[config.mk]
export PLATFORM = sky130hd
export DESIGN_NAME = wsm_scale_lane
export DESIGN_NICKNAME = d
export VERILOG_FILES = /design/src/hw/rtl/wsm_pkg.sv /design/src/hw/rtl/wsm_scale_lane.sv
export SDC_FILE = /design/constraint.sdc
export NUM_CORES = 1
export LEC_CHECK = 0
export ABC_AREA = 1
export BUFFER_PORTS_ARGS = -buffer_cell sky130_fd_sc_hd__buf_2
export CAP_MARGIN = 25
export CORE_UTILIZATION = 51
export DETAILED_ROUTE_END_ITERATION = 10
export HOLD_SLACK_MARGIN = 0.06
export PLACE_DENSITY = 0.8
export SETUP_SLACK_MARGIN = 0.05
export SYNTH_ARGS = -nofsm -noshare
export SYNTH_HDL_FRONTEND = slang
export SYNTH_SLANG_ARGS = --single-unit
[constraint.sdc]
create_clock -name clk_i -period 11 [get_ports clk_i]
set_input_delay 1.1 -clock clk_i [delete_from_list [all_inputs] [get_ports clk_i]]
set_output_delay 1.1 -clock clk_i [all_outputs]
set_load 0.05 [all_outputs]
[src/hw/rtl/wsm_pkg.sv]
// Shared constants and types for the wavelet spectrum multiply block.
`default_nettype none

package wsm_pkg;

  localparam int unsigned TABLE_SIZE = 4096;
  localparam int unsigned ADDR_W     = $clog2(TABLE_SIZE);
  localparam int unsigned POS_W      = 12;
  localparam int unsigned COEF_W     = 16;
  localparam int unsigned SAMPLE_W   = 32;
  localparam int unsigned STEP_W     = 24;
  localparam int unsigned END_W      = 12;
  localparam int unsigned FRAC_TABLE = 14;
  localparam int unsigned FRAC_STEP  = 12;
  localparam int unsigned IDX_FULL_W = STEP_W + POS_W - FRAC_STEP;
  localparam int unsigned PROD_W     = SAMPLE_W + COEF_W + 1;
  localparam int unsigned SHIFT_W    = PROD_W - FRAC_TABLE;

  localparam int unsigned CFG_IDX_W  = 2;
  localparam int unsigned CFG_DATA_W = STEP_W;

  localparam logic [CFG_IDX_W-1:0] CFG_STEP         = 2'd0;
  localparam logic [CFG_IDX_W-1:0] CFG_END_BIN      = 2'd1;
  localparam logic [CFG_IDX_W-1:0] CFG_CONJ_MODE    = 2'd2;
  localparam logic [CFG_IDX_W-1:0] CFG_DOUBLE_SIDED = 2'd3;

  localparam logic OP_LOAD    = 1'b0;
  localparam logic OP_PROCESS = 1'b1;

  localparam logic [STEP_W-1:0] STEP_RESET    = 24'd4096;
  localparam logic [END_W-1:0]  END_BIN_RESET = 12'd2048;

  typedef struct packed {
    logic mul_en;
    logic out_en;
    logic neg;
    logic zero;
  } wsm_lane_ctrl_t;

endpackage

`default_nettype wire

[src/hw/rtl/wsm_scale_lane.sv]
// One product lane: multiply stage, then negate, floor shift and saturate.
`default_nettype none

module wsm_scale_lane import wsm_pkg::*; (
  input  wire logic                       clk_i,
  input  wire wsm_lane_ctrl_t             ctrl_i,
  input  wire logic signed [SAMPLE_W-1:0] sample_i,
  input  wire logic        [COEF_W-1:0]   coef_i,
  output logic signed      [SAMPLE_W-1:0] result_o
);

  localparam logic signed [SAMPLE_W-1:0] SAT_MAX = {1'b0, {(SAMPLE_W-1){1'b1}}};
  localparam logic signed [SAMPLE_W-1:0] SAT_MIN = {1'b1, {(SAMPLE_W-1){1'b0}}};

  logic signed [PROD_W-1:0]   prod_d, prod_q;
  logic                       neg_q, zero_q;
  logic signed [PROD_W-1:0]   adj;
  logic signed [SHIFT_W-1:0]  shifted;
  logic [SHIFT_W-SAMPLE_W:0]  top_bits;
  logic signed [SAMPLE_W-1:0] result_d, result_q;

  assign prod_d = $signed(sample_i) * $signed({1'b0, coef_i});

  always_ff @(posedge clk_i) begin
    if (ctrl_i.mul_en) begin
      prod_q <= prod_d;
      neg_q  <= ctrl_i.neg;
      zero_q <= ctrl_i.zero;
    end
  end

  always_comb begin
    adj      = neg_q ? -prod_q : prod_q;
    shifted  = adj[PROD_W-1:FRAC_TABLE];
    top_bits = shifted[SHIFT_W-1:SAMPLE_W-1];
    if (zero_q) begin
      result_d = '0;
    end else if ((top_bits == '0) || (top_bits == '1)) begin
      result_d = shifted[SAMPLE_W-1:0];
    end else if (shifted[SHIFT_W-1]) begin
      result_d = SAT_MIN;
    end else begin
      result_d = SAT_MAX;
    end
  end

  always_ff @(posedge clk_i) begin
    if (ctrl_i.out_en) begin
      result_q <= result_d;
    end
  end

  assign result_o = result_q;

endmodule

`default_nettype wire

==> insert_results.sql <==
INSERT INTO impl_metrics (metric_group, metric, value, unit) VALUES
('floorplan', 'core_area', '44500', 'um2'),
('floorplan', 'num_io_pins', '85', ''),
('route', 'routed_wire_length_per_instance', '15.9', 'um'),
('place', 'hpwlAfterDp', '44700', 'um'),
('cells_and_area', 'area_growth_syn_to_layout', '4.16', '%'),
('sta', 'period_minus_slack', '7.05', 'ns'),
('yosys', 'synth_enable_flop_cells', '83', ''),
('clock_tree', 'cts_inserted_buffers', '9', ''),
('clock_tree', 'insertion_delay', '0.34', 'ns'),
('setup_path', 'cp_cell_sequence', 'buf_2 -> nand2_1 -> fa_1 -> inv_1 -> fa_1 -> fa_1 -> fa_1 -> fa_1 -> inv_1 -> fa_1 -> inv_1 -> ha_1 -> nand2_1 -> nor2_1 -> inv_1 -> nor4_1 -> nand3_1 -> nand3_1 -> xor2_1', ''),
('setup_path', 'cp_top_family', 'adder cells', ''),
('global_route', 'tot_gr_track_use', '25.4', '%'),
('yosys', 'synth.yosys.warnings', '0', ''),
('route', 'via_count', '17500', ''),
('global_route', 'overflow', '0', ''),
('setup_path', 'crit_path_end_kind', 'register', ''),
('setup_path', 'path_max_fanout', '32', ''),
('clock_tree', 'setup_fix_buffers_added_after_clock_tree_synthesis', '0', ''),
('clock_tree', 'cts_root_buffer', 'clkbuf_16', ''),
('clock_tree', 'postCtsResizedCells', '0', ''),
('place', 'gp_routability_congestion', '0.965', ''),
('sta', 'setup_violations', '0', ''),
('route', 'route.detailed.drc', '0', ''),
('yosys', 'synth_nets', '3549', ''),
('sta', 'slew_headroom', '41.8', '%'),
('yosys', 'synth_area_leaders', 'fa_1 42%, inv_1 14%, nand2_1 11%', ''),
('yosys', 'synth_area', '23200', 'um2'),
('sta', 'layout_skew', '0.0116', 'ns'),
('floorplan', 'die_x', '215', 'um'),
('yosys', 'synthFlopType', 'edfxtp_1', ''),
('route', 'detail_route.vias_per_cell', '5.05', ''),
('route', 'drt-total-wl', '55100', 'um'),
('global_route', 'grt_pass1_wl', '94000', 'um'),
('setup_path', 'cp_data_arrival_time', '7.13', 'ns'),
('yosys', 'synth_top_area_share', '42.2', '%'),
('yosys', 'synth_cells', '2890', ''),
('yosys', 'avgSynthCellArea', '8.03', 'um2'),
('setup_path', 'start_kind', 'primary input', ''),
('outcome', 'outcome', 'completed', ''),
('floorplan', 'design.die.area', '46400', 'um2'),
('yosys', 'synth.ff_latch_count', '83', ''),
('setup_path', 'worst_ep_required', '11.08', 'ns'),
('setup_path', 'worst-path-buf-inv', '5', ''),
('setup_path', 'startpoint_to_endpoint_class_of_the_critical_path', 'in2reg', ''),
('cells_and_area', 'fraction_of_layout_instances_using_a_drive_strength_above_1', '6.48', '%'),
('place', 'port_buffers', '84', ''),
('route', 'detail_route.wirelength.met1', '23000', 'um'),
('cells_and_area', 'diodes', '0', ''),
('sta', 'fin_crit_sh', '64.1', '%'),
('run', 'cap_viol_max_count', '0', ''),
('cells_and_area', 'final_net_count', '3524', ''),
('sta', 'tns', '0', 'ns'),
('sta', 'hold_violations', '0', ''),
('clock_tree', 'clock_pin_slew_of_the_registers_on_the_worst_case_setup_and_hold_paths', '0.07', 'ns'),
('global_route', 'via_count_of_the_first_global_routing_pass', '18800', ''),
('route', 'final_antenna_net_count', '0', ''),
('route', 'met3_wirelength', '3860', 'um'),
('place', 'place_worst_setup_slack', '3.64', 'ns'),
('clock_tree', 'holdBufCountCts', '0', ''),
('yosys', 'synth_top_cell_by_area', 'fa_1', ''),
('sta', 'slew_viol_final', '0', ''),
('global_route', 'antenna_found_initial', '0', ''),
('sta', 'setup_repair_after_global_routing_missed_its_margin', 'false', ''),
('route', 'highest-signal-layer', 'met4', ''),
('place', 'number_of_cells_after_detailed_placement', '3445', ''),
('yosys', 'async_flop_share', '0', '%'),
('setup_path', 'crit_slowest_cell', 'fa_1', ''),
('yosys', 'cell_variety_after_synth', '44', ''),
('global_route', 'largest_net_degree_at_the_start_of_global_routing', '44', ''),
('floorplan', 'floorplan.initialDensity', '52.1', '%'),
('min_path', 'worst_hold_path_type', 'reg2reg', '');
flip-flops by register name, indices dropped and copies added (netlist names):
| signal | cells |
|---|---|
| prod_q | 49 |
| result_o | 32 |
| neg_q | 1 |
| zero_q | 1 |
cell type report:
class / instances / area [um2]
clock inverter: 4 / 51.3
multi-input combinational: 1790 / 16800
tap: 592 / 741
fill: 4073 / 20300
sequential: 83 / 2490
clock buffer: 12 / 236
timing repair buffer: 88 / 475
inverter: 893 / 3350
worst paths after layout:
| check | slack [ns] | cells after the start | startpoint | end |
|---|---|---|---|---|
| min | 0.78 | 3 | prod_q[17] | result_o[3] |
| max | 3.95 | 19 | coef_i[2] | prod_q[41] |
| max reg2reg | 8.39 | 13 | prod_q[23] | result_o[0] |
| min reg2reg | 0.78 | 3 | prod_q[17] | result_o[3] |
cell usage after synthesis (all sizes together) (2+ instances only):
cell type    n
nand3       40
o21bai       9
inv        892
a21oi       84
nand2      735
o31ai        4
fa         489
clkbuf     115
nand4       10
o221ai       2
a31oi       16
a21o         7
nor4         7
edfxtp      83
ha         117
nor2       131
and3         3
o21ai       45
a21boi       2
xnor2       31
nor3         5
xor2        48
buf          9
layout by cell type (no fill, tap or decap), drive strengths merged, types with 12 or more instances in the layout:
cell / netlist / final
inv: 892 / 892
nand2: 735 / 735
fa: 489 / 489
nor2: 131 / 131
ha: 117 / 117
buf: 9 / 88
a21oi: 84 / 84
edfxtp: 83 / 83
xor2: 48 / 48
o21ai: 45 / 45
nand3: 40 / 40
xnor2: 31 / 31
a31oi: 16 / 16
clkbuf: 115 / 12
routing by layer:
| layer | global-route usage, % | vias to the layer above |
|---|---|---|
| met2 | 43.3 | 669 |
| met4 | 8.11 | 0 |
| li1 | - | 8120 |
| met5 | 0 | - |
| met1 | 33.8 | 8557 |
| met3 | 2.79 | 142 |
worst register-to-register path, delay by kind of cell (launching register included):
kind | cells | cell delay (ns)
buffers and inverters | 1 | 0.24
AND/OR/NAND/NOR | 10 | 1.22
flip-flops | 1 | 0.52
AO/OA/AOI/OAI | 2 | 0.35
cell families after synthesis:
logic type | count (synthesis) | synth area share (%)
adders and majority gates | 606 | 48.5
buffers and inverters | 1017 | 16.8
AOI/OAI and AO/OA | 172 | 4.72
DFF | 83 | 10.7
xor gates and xnor gates | 79 | 2.98
and+or+nand+nor | 933 | 16.3
through the flow:
stage	hold WS (ns)	instance area [um2]	utilization, %
2_1_floorplan	0.586	23200	-
6_report	0.779	24200	54.3
3_3_place_gp	0.763	23800	53.6
4_1_cts	0.776	24200	54.3
3_5_place_dp	0.758	23900	53.6
5_1_grt	0.814	24200	54.3
Power is left out: the tool's default activity adds up to more than one toggle a clock period on the data nets, which glitch-free logic cannot reach.
